$ cat src/hdl/hte_pkg.sv
package hte_pkg;

  typedef struct packed {
    logic [15:0] char_code;
    logic        start_of_text;
  } in_item_t;

  typedef struct packed {
    logic [15:0] out_code;
    logic        last_of_run;
  } out_item_t;

  localparam logic [2:0] KIND_CHAR = 3'd0;
  localparam logic [2:0] KIND_AMP  = 3'd1;
  localparam logic [2:0] KIND_LT   = 3'd2;
  localparam logic [2:0] KIND_GT   = 3'd3;
  localparam logic [2:0] KIND_QUOT = 3'd4;
  localparam logic [2:0] KIND_BR   = 3'd5;
  localparam logic [2:0] KIND_BRX  = 3'd6;
  localparam logic [2:0] KIND_NBSP = 3'd7;

  localparam logic [15:0] CODE_CR    = 16'h000D;
  localparam logic [15:0] CODE_LF    = 16'h000A;
  localparam logic [15:0] CODE_SPACE = 16'h0020;
  localparam logic [15:0] CODE_AMP   = 16'h0026;
  localparam logic [15:0] CODE_LT    = 16'h003C;
  localparam logic [15:0] CODE_GT    = 16'h003E;
  localparam logic [15:0] CODE_QUOT  = 16'h0022;

  localparam int QDEPTH = 4;
  localparam int QPTR_W = $clog2(QDEPTH);

  typedef struct packed {
    logic [2:0]  kind;
    logic [15:0] code;
  } q_entry_t;

  function automatic logic [2:0] seq_len(input logic [2:0] kind);
    logic [2:0] len;
    case (kind)
      KIND_CHAR: len = 3'd1;
      KIND_AMP:  len = 3'd5;
      KIND_LT:   len = 3'd4;
      KIND_GT:   len = 3'd4;
      KIND_QUOT: len = 3'd6;
      KIND_BR:   len = 3'd5;
      KIND_BRX:  len = 3'd6;
      KIND_NBSP: len = 3'd6;
      default:   len = 3'd1;
    endcase
    return len;
  endfunction

  function automatic logic [15:0] seq_char(input logic [2:0] kind, input logic [2:0] idx,
                                           input logic [15:0] code);
    logic [47:0] s;
    logic [7:0]  b;
    case (kind)
      KIND_AMP:  s = {"&amp;", 8'h00};
      KIND_LT:   s = {"&lt;", 16'h0000};
      KIND_GT:   s = {"&gt;", 16'h0000};
      KIND_QUOT: s = "&quot;";
      KIND_BR:   s = {"<br>", 8'h0A, 8'h00};
      KIND_BRX:  s = {"<br/>", 8'h0A};
      KIND_NBSP: s = "&nbsp;";
      default:   s = 48'h0;
    endcase
    case (idx)
      3'd0:    b = s[47:40];
      3'd1:    b = s[39:32];
      3'd2:    b = s[31:24];
      3'd3:    b = s[23:16];
      3'd4:    b = s[15:8];
      3'd5:    b = s[7:0];
      default: b = 8'h00;
    endcase
    if (kind == KIND_CHAR) begin
      return code;
    end
    return {8'h00, b};
  endfunction

endpackage

$ cat src/hdl/hte_front.sv
module hte_front
  import hte_pkg::*;
(
  input  logic     clk,
  input  logic     rst,
  input  logic     cfg_we,
  input  logic     cfg_data,
  input  logic     in_valid,
  input  in_item_t in_data,
  input  logic     q_full,
  output logic     in_stall,
  output logic     push,
  output q_entry_t push_entry
);

  logic html_mode;
  logic prev_was_space;
  logic prev_was_space_next;
  logic accept;
  logic run_live;

  assign in_stall = q_full;
  assign accept   = in_valid && !q_full;
  assign run_live = prev_was_space && !in_data.start_of_text;

  always_comb begin
    push                = accept && (in_data.char_code != CODE_CR);
    push_entry.code     = in_data.char_code;
    push_entry.kind     = KIND_CHAR;
    prev_was_space_next = 1'b0;
    case (in_data.char_code)
      CODE_CR: begin
        prev_was_space_next = run_live;
      end
      CODE_SPACE: begin
        prev_was_space_next = 1'b1;
        if (run_live) begin
          push_entry.kind = KIND_NBSP;
        end
      end
      CODE_AMP:  push_entry.kind = KIND_AMP;
      CODE_LT:   push_entry.kind = KIND_LT;
      CODE_GT:   push_entry.kind = KIND_GT;
      CODE_QUOT: push_entry.kind = KIND_QUOT;
      CODE_LF:   push_entry.kind = html_mode ? KIND_BR : KIND_BRX;
      default:   push_entry.kind = KIND_CHAR;
    endcase
  end

  always_ff @(posedge clk) begin
    if (rst) begin
      html_mode      <= 1'b0;
      prev_was_space <= 1'b0;
    end else begin
      if (cfg_we) begin
        html_mode <= cfg_data;
      end
      if (accept) begin
        prev_was_space <= prev_was_space_next;
      end
    end
  end

endmodule

$ cat src/hdl/hte_queue.sv
module hte_queue
  import hte_pkg::*;
(
  input  logic     clk,
  input  logic     rst,
  input  logic     push,
  input  q_entry_t push_entry,
  input  logic     pop,
  output logic     full,
  output logic     q_valid,
  output q_entry_t q_entry
);

  q_entry_t          mem [QDEPTH];
  logic [QPTR_W-1:0] wr_ptr;
  logic [QPTR_W-1:0] rd_ptr;
  logic [QPTR_W:0]   count;

  assign full    = (count == (QPTR_W+1)'(QDEPTH));
  assign q_valid = (count != '0);
  assign q_entry = mem[rd_ptr];

  always_ff @(posedge clk) begin
    if (push) begin
      mem[wr_ptr] <= push_entry;
    end
  end

  always_ff @(posedge clk) begin
    if (rst) begin
      wr_ptr <= '0;
      rd_ptr <= '0;
      count  <= '0;
    end else begin
      if (push) begin
        wr_ptr <= wr_ptr + 1'b1;
      end
      if (pop) begin
        rd_ptr <= rd_ptr + 1'b1;
      end
      case ({push, pop})
        2'b10:   count <= count + 1'b1;
        2'b01:   count <= count - 1'b1;
        default: count <= count;
      endcase
    end
  end

endmodule

$ cat src/hdl/hte_back.sv
module hte_back
  import hte_pkg::*;
(
  input  logic      clk,
  input  logic      rst,
  input  logic      q_valid,
  input  q_entry_t  q_entry,
  output logic      pop,
  output logic      out_valid,
  input  logic      out_stall,
  output out_item_t out_data
);

  logic [2:0] idx;
  logic       load;
  logic       last;

  assign load = !out_valid || !out_stall;
  assign last = (idx == seq_len(q_entry.kind) - 3'd1);
  assign pop  = load && q_valid && last;

  always_ff @(posedge clk) begin
    if (load && q_valid) begin
      out_data.out_code    <= seq_char(q_entry.kind, idx, q_entry.code);
      out_data.last_of_run <= last;
    end
  end

  always_ff @(posedge clk) begin
    if (rst) begin
      out_valid <= 1'b0;
      idx       <= '0;
    end else if (load) begin
      out_valid <= q_valid;
      if (q_valid) begin
        idx <= last ? 3'd0 : idx + 3'd1;
      end
    end
  end

endmodule

$ cat src/hdl/html_text_escaper.sv
// An accepted character is written into the queue and then into the output register.
// The output register sends one escaped code unit per cycle unless the receiver stalls;
// a character escapes to one to six code units, and a carriage return produces none.
// A four-entry queue lets the input side run ahead while a long escape drains.
// Synchronous reset clears the mode register, the space run, the queue and the output.
module html_text_escaper
  import hte_pkg::*;
(
  input  logic      clk,
  input  logic      rst,
  input  logic      cfg_we,
  input  logic      cfg_data,
  input  logic      in_valid,
  output logic      in_stall,
  input  in_item_t  in_data,
  output logic      out_valid,
  input  logic      out_stall,
  output out_item_t out_data
);

  logic     push;
  q_entry_t push_entry;
  logic     q_full;
  logic     q_valid;
  q_entry_t q_entry;
  logic     pop;

  hte_front u_front (
    .clk        (clk),
    .rst        (rst),
    .cfg_we     (cfg_we),
    .cfg_data   (cfg_data),
    .in_valid   (in_valid),
    .in_data    (in_data),
    .q_full     (q_full),
    .in_stall   (in_stall),
    .push       (push),
    .push_entry (push_entry)
  );

  hte_queue u_queue (
    .clk        (clk),
    .rst        (rst),
    .push       (push),
    .push_entry (push_entry),
    .pop        (pop),
    .full       (q_full),
    .q_valid    (q_valid),
    .q_entry    (q_entry)
  );

  hte_back u_back (
    .clk       (clk),
    .rst       (rst),
    .q_valid   (q_valid),
    .q_entry   (q_entry),
    .pop       (pop),
    .out_valid (out_valid),
    .out_stall (out_stall),
    .out_data  (out_data)
  );

endmodule

$ cat config.mk
export PLATFORM = sky130hd
export DESIGN_NAME = html_text_escaper
export DESIGN_NICKNAME = d
export VERILOG_FILES = /design/src/hdl/hte_pkg.sv /design/src/hdl/hte_front.sv /design/src/hdl/hte_queue.sv /design/src/hdl/hte_back.sv /design/src/hdl/html_text_escaper.sv
export SDC_FILE = /design/constraint.sdc
export NUM_CORES = 1
export LEC_CHECK = 0
export BUFFER_PORTS_ARGS = -buffer_cell sky130_fd_sc_hd__buf_2
export CORE_AREA = 2 2 114 116
export CTS_BUF_LIST = sky130_fd_sc_hd__clkbuf_4
export CTS_CLUSTER_SIZE = 12
export DETAILED_ROUTE_END_ITERATION = 8
export DIE_AREA = 0 0 116 118
export SYNTH_ARGS = -nofsm -noshare
export SYNTH_HDL_FRONTEND = slang
export SYNTH_SLANG_ARGS = --single-unit
$ cat constraint.sdc
create_clock -name clk -period 5.2 [get_ports clk]
set_input_delay 0.26 -clock clk [delete_from_list [all_inputs] [get_ports clk]]
set_output_delay 0.26 -clock clk [all_outputs]
set_load 0.03 [all_outputs]
# Yosys cells after proc, flatten, opt, wreduce, memory -nomap -nowiden
# Memory sizes are Yosys's and may differ from the RTL's. A register that Yosys moved wholly into a read port is not among the register bits.
# Cells that the tools add are included.
word_totals:
  reg_bits: 30
  latchBits: 0
  ramBits: 76
  mem_bits_ro: 24
  in_bits: 23
  out_inout_bits: 19
  elab_cells: 73
  n_memories: 2
classes:
  add_sub_neg: 6
  multipliers: 0
  div: 0
  n_lt_le_gt_ge: 0
  n_eq_ne: 24
  shift: 0
  muxes: 16
  bitwise_logic: 0
  n_reduce_logical: 15
memory_table:
  columns: ["memory", "words", "width", "read_ports", "rd_clocked_by_memory_dff", "wr", "line", "text"]
  rows:
  - ["u_queue.mem", 4, 19, 1, 1, 1, "hte_queue.sv:14", "q_entry_t mem [QDEPTH];"]
  - ["(name not given)", 8, 3, 1, 0, 0, "hte_pkg.sv:40", "case (kind)"]
op_table:
  columns: ["cell", "n"]
  rows:
  - ["$pmux 46 s7", 1]
  - ["$eq 16x6->1 const B", 5]
  - ["$pmux 8 s6", 1]
  - ["$eq 16x4->1 const B", 2]
  - ["$eq 3x3->1 const B", 7]
  - ["$pmux 3 s6", 1]
  - ["$mux 16", 1]
  - ["$ne 16x4->1 const B", 1]
  - ["$eq 3x2->1 const B", 4]
  - ["$mux 8", 1]
  - ["$add 3x1->3 const B", 2]
  - ["$eq 3x1->1 const B", 2]
  - ["$logic_not 3->1", 2]
  - ["$mux 2", 3]
  - ["$mux 3", 2]
  - ["$pmux 3 s2", 1]
  - ["$sub 3x1->3 const B", 2]
  - ["$logic_and 1x1->1", 5]
  - ["$add 2x1->2 const B", 2]
  - ["$logic_not 1->1", 4]
  - ["$mux 1", 4]
  - ["$eq 3x3->1", 1]
  - ["$reduce_bool 3->1", 1]
  - ["$eq 2x1->1 const B", 1]
  - ["other kinds (5)", 5]

# Longest topological paths before layout
# Gate-level depths: netlist (run 1).
logic_depth:
  word_depth: 6
  depth_mapped: 12
  mapped_depth_nobuf: 10

# Cells and area by module
# From an unflattened synthesis (run 1), not the netlist that was laid out.
hier_totals:
  hier_cells: 339
  area_unflattened_um2: 4974.8
by_module_without_submodules:
  columns: ["module", "n_inst", "cells_each", "area_per_inst_um2"]
  rows:
  - ["hte_queue", 1, 142, 3211.8]
  - ["hte_back", 1, 147, 1355.0]
  - ["hte_front", 1, 50, 407.9]

# Worst setup path before layout (run 1)
# Ideal clock, no wire load.
synth_timing:
  path_type: "reg2reg"
  startpoint: "register with a tool-made name"
  endpoint: "register u_queue.count[2]"
  arrival_ns: 2.844
  required_ns: 5.130
  slack_ns: 2.287
  path_stages_with_launch: 13
  n_path_buf: 2
  cell_sequence: "dfxtp_1 -> buf_6 -> mux4_2 -> buf_6 -> nor4_2 -> o21ai_4 -> a21oi_4 -> ha_1 -> inv_1 -> fa_1 -> xor2_1 -> or3_1 -> a21oi_1"
synth_rtl:
  columns: ["element", "line", "text"]
  rows:
  - ["end signal: assignment", "hte_queue.sv:42", "2'b10: count <= count + 1'b1;"]
  - ["end signal: assignment", "hte_queue.sv:43", "2'b01: count <= count - 1'b1;"]
  - ["end signal: assignment", "hte_queue.sv:44", "default: count <= count;"]
  - ["end: declaration", "hte_queue.sv:17", "logic [QPTR_W:0] count;"]

==> results of run 1 <==
-- cells by family (layout without fill, tap and decap cells) --
group / after synthesis / count (layout) / synth area share
DFF: 108 / 108 / 0.6361
and+or+nand+nor: 104 / 104 / 0.1143
AOI/OAI and AO/OA: 55 / 55 / 0.07257
buffers and inverters: 28 / 75 / 0.02728
muxes: 27 / 27 / 0.1109
adders and majority gates: 11 / 11 / 0.02985
xor gates and xnor gates: 5 / 5 / 0.009008
other: 0 / 1 / 0
-- synth_stat cells (3+ instances only) --
master and number:
edfxtp_1 93, dfxtp_1 15, buf_2 3, ha_1 10, buf_6 3, clkbuf_1 7, nor4_1 3, mux2_1 3
nand4_1 3, mux4_1 4, nor3_1 5, inv_1 11, o21ai_0 9, mux4_2 15, xnor2_1 3, o21ai_1 7
nor2_1 23, a21oi_1 18, and3_1 6, nand2_1 21, a31oi_1 4, mux2i_1 4, nor2b_1 20, nand3_1 7
-- layout make-up --
type	count	area share
Clock inverter	7	0.009095
Clock buffer	9	0.01259
Antenna cell	1	0.0004664
Sequential cell	108	0.5765
Inverter	13	0.009095
Multi-Input combinational cell	202	0.3050
Timing Repair Buffer	46	0.04711
Tap cell	172	0.04011
-- stage by stage --
stage	total power, mW	utilization	cell area [sq um]	setup WS, ps	cells
global route	2.373	0.4322	5365	1342	558
global placement	1.888	0.4194	5206	1665	537
detailed placement	1.900	0.4194	5206	1567	537
CTS	2.278	0.4320	5363	1545	557
finish	2.255	0.4322	5365	1570	558
floorplan	1.719	-	4862	2287	338
-- tightest hold or removal path: stages --
cell,delay (ps)
buf_2,70
mux2i_1,60
nor2_1,70
-- cells in the final DEF, fill, tap and decap left out, types with 3 or more instances in the layout --
| cell | count |
|---|---|
| edfxtp_1 | 93 |
| mux4_2 | 15 |
| nor4_1 | 3 |
| nand2_1 | 21 |
| nor3_1 | 5 |
| ha_1 | 10 |
| inv_1 | 11 |
| o21ai_1 | 7 |
| dfxtp_1 | 15 |
| a21oi_1 | 18 |
| xnor2_1 | 3 |
| buf_2 | 41 |
| nor2_1 | 23 |
| nand3_1 | 7 |
| a31oi_1 | 4 |
| nor2b_1 | 20 |
| mux2_1 | 3 |
| dlygate4sd3_1 | 4 |
| and3_1 | 6 |
| mux2i_1 | 4 |
| mux4_1 | 4 |
| clkbuf_4 | 9 |
| o21ai_0 | 9 |
| nand4_1 | 3 |
-- flip-flops by register name (all words and copies together), names as in the netlist, named ones only --
signal and flops:
u_queue.wr_ptr 2, u_queue.mem 76, u_front.prev_was_space 1, u_queue.rd_ptr 2, u_front.html_mode 1, u_queue.count 3, u_back.out_valid 1, u_back.out_data 17
u_back.idx 3
-- power by group through the flow --
stage | combinational [mW] | clock, mW | sequential, mW
floorplan | 0.404 | 0 | 1.32
CTS | 0.713 | 0.395 | 1.17
detailed placement | 0.709 | 0 | 1.19
finish | 0.706 | 0.383 | 1.17
global placement | 0.703 | 0 | 1.19
global route | 0.768 | 0.422 | 1.18
-- how the worst max path moves through the flow --
stage                         start               end  slack [ps]  cells after the start
final                     flip-flop  u_queue.count[2]        1570                     10
after global routing      flip-flop  u_queue.count[2]        1340                     10
after CTS                 flip-flop  u_queue.count[2]        1540                     10
after detailed placement  flip-flop  u_queue.count[2]        1570                     10
after global placement    flip-flop  u_queue.count[2]        1670                     10
after floorplan           flip-flop  u_queue.count[2]        2290                     12
-- per-layer routing --
metal	track usage	wire (microns)
met1	0.1868	4139
met2	0.2248	4352
met3	0.02575	371
met4	0.05506	145
met5	0	0
-- timing repair --
item                      in CTS  in global routing
setup buffers                  0                  0
hold endpoints to repair      16                  0
hold buffers                   4                  0
resized for setup              0                  0
==> metrics.md, run 1 <==
| Metric | Value |
|---|---|
| Outcome | `complete, no violations` |
| Final slew viol count | `0` |
| Crit path required time | `5600 ps` |
| Register area | `3093 sq um` |
| Synth cell types | `57` |
| Worst vdd ir | `0.0001121 V` |
| Longest Clk Path Bufs | `2` |
| CP bufs+invs | `1` |
| Core footprint | `12,410 sq um` |
| P_leak | `1.815 nW` |
| CTS tree | `done` |
| # DRC | `0` |
| Worst setup SP type | `flip-flop` |
| Worst-Margin Slew | `1053 ps` |
| Hold Vio Cnt, Final | `0` |
| Initial antenna violation count | `1` |
| Sink Count | `108` |
| Final WL | `9008 microns` |
| Vias/cell | `5.093` |
| Seq pwr share | `0.517` |
| RR Endpoint | `u_queue.count[2]` |
| Worst slew margin | `0.2979` |
| DIE HEIGHT | `118 microns` |
| Clock Power Share | `0.170` |
| Worst hold endpoint | `u_front.html_mode` |
| Tot GR Track Use | `0.1397` |
| Per-cell routed wire length | `16.14 microns` |
| CTS root buf | `clkbuf_4` |
| Multi-input logic area | `1637 sq um` |
| Achievable frequency | `275.5 MHz` |
| Standard-cell row count | `41` |
| Type of the worst setup path | `reg -> reg` |
| I/O pin count | `42` |
| Hold slack | `35.02 ps` |
| Post-synth EDFFs | `93` |
| Ys async rst share | `0` |
| Vias | `2,842` |
| Synth Register Bits | `108` |
| Synth area leader | `edfxtp_1` |
| Critical-path cell list | `mux4_2 > and2b_4 > mux2i_4 > a21oi_4 > ha_1 > inv_1 > fa_1 > xor2_1 > or3_1 > a21oi_1` |
| Worst Hold Class | `in -> reg` |
| Synth top area share | `0.5744` |
| Hold Path Depth | `3` |
| Crit path largest cell delay | `820 ps` |
| Mapped Area | `4862 sq um` |
| Hold Path Origin | `cfg_data` |
| Internal Power | `1.451 mW` |
| Fill count | `1,170` |
| Final Wtd Congestion | `0.8307` |
| Hpwl dp | `6079 microns` |
| Leading post-synthesis cells by cell area | `edfxtp_1, mux4_2, dfxtp_1` |
| Max FO, Critical Path | `21` |
| Layout cells sized above 1 | `0.2130` |
| Clock Skew | `22.40 ps` |
| Antenna viol nets, final | `0` |
| Seq/Total Area, Yosys | `0.6361` |
| Starting density of the core | `0.3917` |
| Die width | `116 microns` |
| First-pass GRT wire length | `14,460 microns` |
| Mean Syn Cell Area | `14.39 sq um` |
| Pwr dens | `420.3 nW/um^2` |
| IO Port Bufs | `41` |
| Fin crit share | `0.6980` |
| Top_reg_cell synth | `edfxtp_1` |
| Cell family with most CP delay | `multiplexers` |
| Setup TNS Final | `0 ps` |
| Die area | `13,690 sq um` |
| DR pass1 iterations | `4` |
| Pin count of the biggest net entering global routing | `28` |
| Final setup fails | `0` |
| Area grow syn2layout | `10.34%` |
| Worst R2R Setup Slack | `1570 ps` |
| Net Sw Frac | `0.3568` |
| Comb pwr share | `0.313` |
| DRT iter0 DRCs | `143` |
| WP data arrival | `4020 ps` |
| FF-to-FF path depth | `10` |
| Htree depth | `3` |
| GRT overflow | `0` |
| Worst skew pair latency | `460 ps` |
| RSZ-0062 raised after global routing | `false` |
| Syn Nets | `372` |
| Layout net count | `414` |
| Sw power | `0.8046 mW` |
| Cell count after synthesis | `338` |
| Vias in the first global route | `2,808` |
| Num CTS Buffers | `9` |
| Worst Setup End Kind | `flip-flop` |
| Maxcap violations | `0` |
| Clock transition at the registers of the reported paths | `170 ps` |
| Slowest stage cell on the critical path | `dfxtp_1` |
| Synth warn | `0` |
| Final Critical Period | `3630 ps` |
(Power assumes the default switching activity.)
==> run 2: changes to the inputs <==
--- a/config.mk
+++ b/config.mk
@@ -5,6 +5,7 @@
 export SDC_FILE = /design/constraint.sdc
 export NUM_CORES = 1
 export LEC_CHECK = 0
+export ABC_AREA = 1
 export BUFFER_PORTS_ARGS = -buffer_cell sky130_fd_sc_hd__buf_2
 export CORE_AREA = 2 2 114 116
 export CTS_BUF_LIST = sky130_fd_sc_hd__clkbuf_4
==> constraint.sdc (replaced) <==
create_clock -name clk -period 3 [get_ports clk]
set_input_delay 0.15 -clock clk [delete_from_list [all_inputs] [get_ports clk]]
set_output_delay 0.15 -clock clk [all_outputs]
set_load 0.03 [all_outputs]
==> metrics.md, run 2 <==
| Metric | Value |
|---|---|
| Mapped Area | `4905 sq um` |
| Area grow syn2layout | `14.95%` |
| Worst setup SP type | `flip-flop` |
| Hold Path Depth | `5` |
| Final Critical Period | `2700 ps` |
| Seq/Total Area, Yosys | `0.6306` |
| RSZ-0062 raised after global routing | `false` |
| Die width | `116 microns` |
| Setup TNS Final | `0 ps` |
| Worst R2R Setup Slack | `300 ps` |
| DR pass1 iterations | `4` |
| Worst vdd ir | `0.0003197 V` |
| DRT iter0 DRCs | `206` |
| Vias in the first global route | `3,460` |
| Clock transition at the registers of the reported paths | `150 ps` |
| Worst Hold Class | `in -> reg` |
| FF-to-FF path depth | `17` |
| Layout cells sized above 1 | `0.1740` |
| Most common cell after layout, fill and taps aside | `edfxtp_1` |
| Max FO, Critical Path | `11` |
| Antenna viol nets, final | `0` |
| Layout net count | `576` |
| Synth warn | `0` |
| WP data arrival | `3080 ps` |
| Final WS setup | `300.4 ps` |
| Syn Nets | `506` |
| Pin count of the biggest net entering global routing | `25` |
| Worst hold endpoint | `u_back.out_valid` |
| Crit path required time | `3380 ps` |
| Sink Count | `108` |
| Hold Vio Cnt, Final | `0` |
| P_leak | `2.244 nW` |
| # DRC | `0` |
| Max FFs per register | `76` |
| Post-synth EDFFs | `93` |
| # placed instances | `683` |
| Maxcap violations | `0` |
| Pre-CTS setup slack | `241.2 ps` |
| Synth top area share | `0.5694` |
| Largest regs | `u_queue.mem x76, u_back.out_data x17` |
| I/O pin count | `42` |
| Die area | `13,690 sq um` |
| Leading post-synthesis cells by cell area | `edfxtp_1, nor2_1, dfxtp_1` |
| Mean Syn Cell Area | `10.39 sq um` |
| Tot GR Track Use | `0.1650` |
| Num CTS Buffers | `9` |
| Final slew viol count | `0` |
| CTS root buf | `clkbuf_4` |
| First-pass GRT wire length | `17,280 microns` |
| RR Endpoint | `u_queue.count[2]` |
| Register bank with the most flops | `u_queue.mem` |
| Achievable frequency | `370.4 MHz` |
| Most frequent cell after synthesis | `edfxtp_1` |
| Vias/cell | `4.879` |
| Core footprint | `12,410 sq um` |
| DIE HEIGHT | `118 microns` |
| Synth Register Bits | `108` |
| Standard-cell row count | `41` |
| Commonest non-fill, non-tap cells in the layout | `edfxtp_1, nor2_1, nand2_1, o21ai_0, buf_2` |
| Vias | `3,508` |
| Synth area leader | `edfxtp_1` |
| Final Wtd Congestion | `0.9151` |
| GRT overflow | `0` |
| Final setup fails | `0` |
| Post-CTS setup buffers | `0` |
| Synth cell types | `33` |
| Type of the worst setup path | `reg -> reg` |
| Starting density of the core | `0.3951` |
| Ys async rst share | `0` |
| Top_reg_cell synth | `edfxtp_1` |
| Clock Skew | `25.79 ps` |
| Hold slack | `34.61 ps` |
| Worst skew pair latency | `480 ps` |
| IO Port Bufs | `41` |
| Outcome | `complete, no violations` |
| Final WL | `10,550 microns` |
| Non-Filler Instances | `719` |
| Htree depth | `3` |
| Hold Path Origin | `out_stall` |
| Worst slew margin | `0.7038` |
| Fin crit share | `0.8999` |
| Pwr dens | `731.4 nW/um^2` |
| Hpwl dp | `7154 microns` |
| Initial antenna violation count | `1` |
| CTS tree | `done` |
| Most frequent cells after synthesis | `edfxtp_1, nor2_1, nand2_1, o21ai_0, inv_1` |
| Longest Clk Path Bufs | `2` |
| Cell count after synthesis | `472` |
| Worst Setup End Kind | `flip-flop` |
| Worst-Margin Slew | `444.3 ps` |
| Per-cell routed wire length | `14.67 microns` |
-- run 2: cell types whose count changed after synthesis, sizes merged, moves of 7 or more --
cell,before,now
inv,13,43
mux4,19,0
nand2,21,88
nand3,7,20
nand4,3,10
nor2,23,82
nor2b,20,0
o21ai,17,50
-- run 2: power by group --
part	total (mW)	switching [mW]	internal [mW]
Sequential	2.00	0.0835	1.92
Combinational	1.48	1.04	0.439
Clock	0.638	0.473	0.165
Total	4.12	1.60	2.52
-- run 2: cells by family after synthesis --
logic type	after synthesis	synth area share
compound gates	87	0.09541
fa+ha+maj	11	0.02959
simple gates	206	0.1885
flops	108	0.6306
xor+xnor	1	0.001786
buf+inv	59	0.05408
-- run 2: per-stage QoR --
| stage | utilization | instance area [sq um] | total power, mW |
|---|---|---|---|
| after global placement | 0.4292 | 5329 | 3.497 |
| final | 0.4541 | 5638 | 4.124 |
| after global routing | 0.4541 | 5638 | 4.409 |
| after CTS | 0.4538 | 5634 | 4.159 |
| after detailed placement | 0.4292 | 5329 | 3.503 |
| after floorplan | - | 4905 | 3.120 |
-- run 2: worst max-delay path, stage by stage (launching register included) --
cell and delay [ps]:
dfxtp_2 410, buf_4 190, a21oi_1 170, o21ai_2 80, nand2_2 190, nand2_2 90, nand2_1 80, nand2_2 60
nor2_4 140, nand3_2 100, clkinv_2 70, ha_1 130, inv_1 70, fa_1 380, a21oi_1 140, o21ai_0 110
o21ai_0 160, a21oi_1 50
-- run 2: layer usage --
metal,global-route usage,part of all wire,vias up
met4,0.07961,0.025,0
met2,0.2621,0.47,96
met5,0,0,-
li1,-,-,1754
met3,0.02729,0.043,20
met1,0.2184,0.46,1638
-- run 2: layout make-up --
type	instances	area [sq um]
Inverter	44	171.4
Clock inverter	6	37.54
Tap cell	172	215.2
Timing Repair Buffer	74	503.0
Multi-Input combinational cell	305	1546
Antenna cell	1	2.502
Sequential cell	108	3094
Fill cell	1204	6777
Clock buffer	9	67.56
-- run 2: worst max-delay path by stage --
stage,start,endpoint,cells after the start
floorplan,u_back.out_valid,u_queue.count[2],12
global placement,flip-flop,u_queue.count[2],18
detailed placement,flip-flop,u_queue.count[2],17
CTS,flip-flop,u_queue.count[2],17
global route,flip-flop,u_queue.count[2],17
finish,flip-flop,u_queue.count[2],17
-- run 2: timing repair --
item,4_1_cts,5_1_grt
endpoints found under the setup margin,0,1
hold buffers,20,0
hold endpoints to repair,69,0
gates resized for setup,0,1
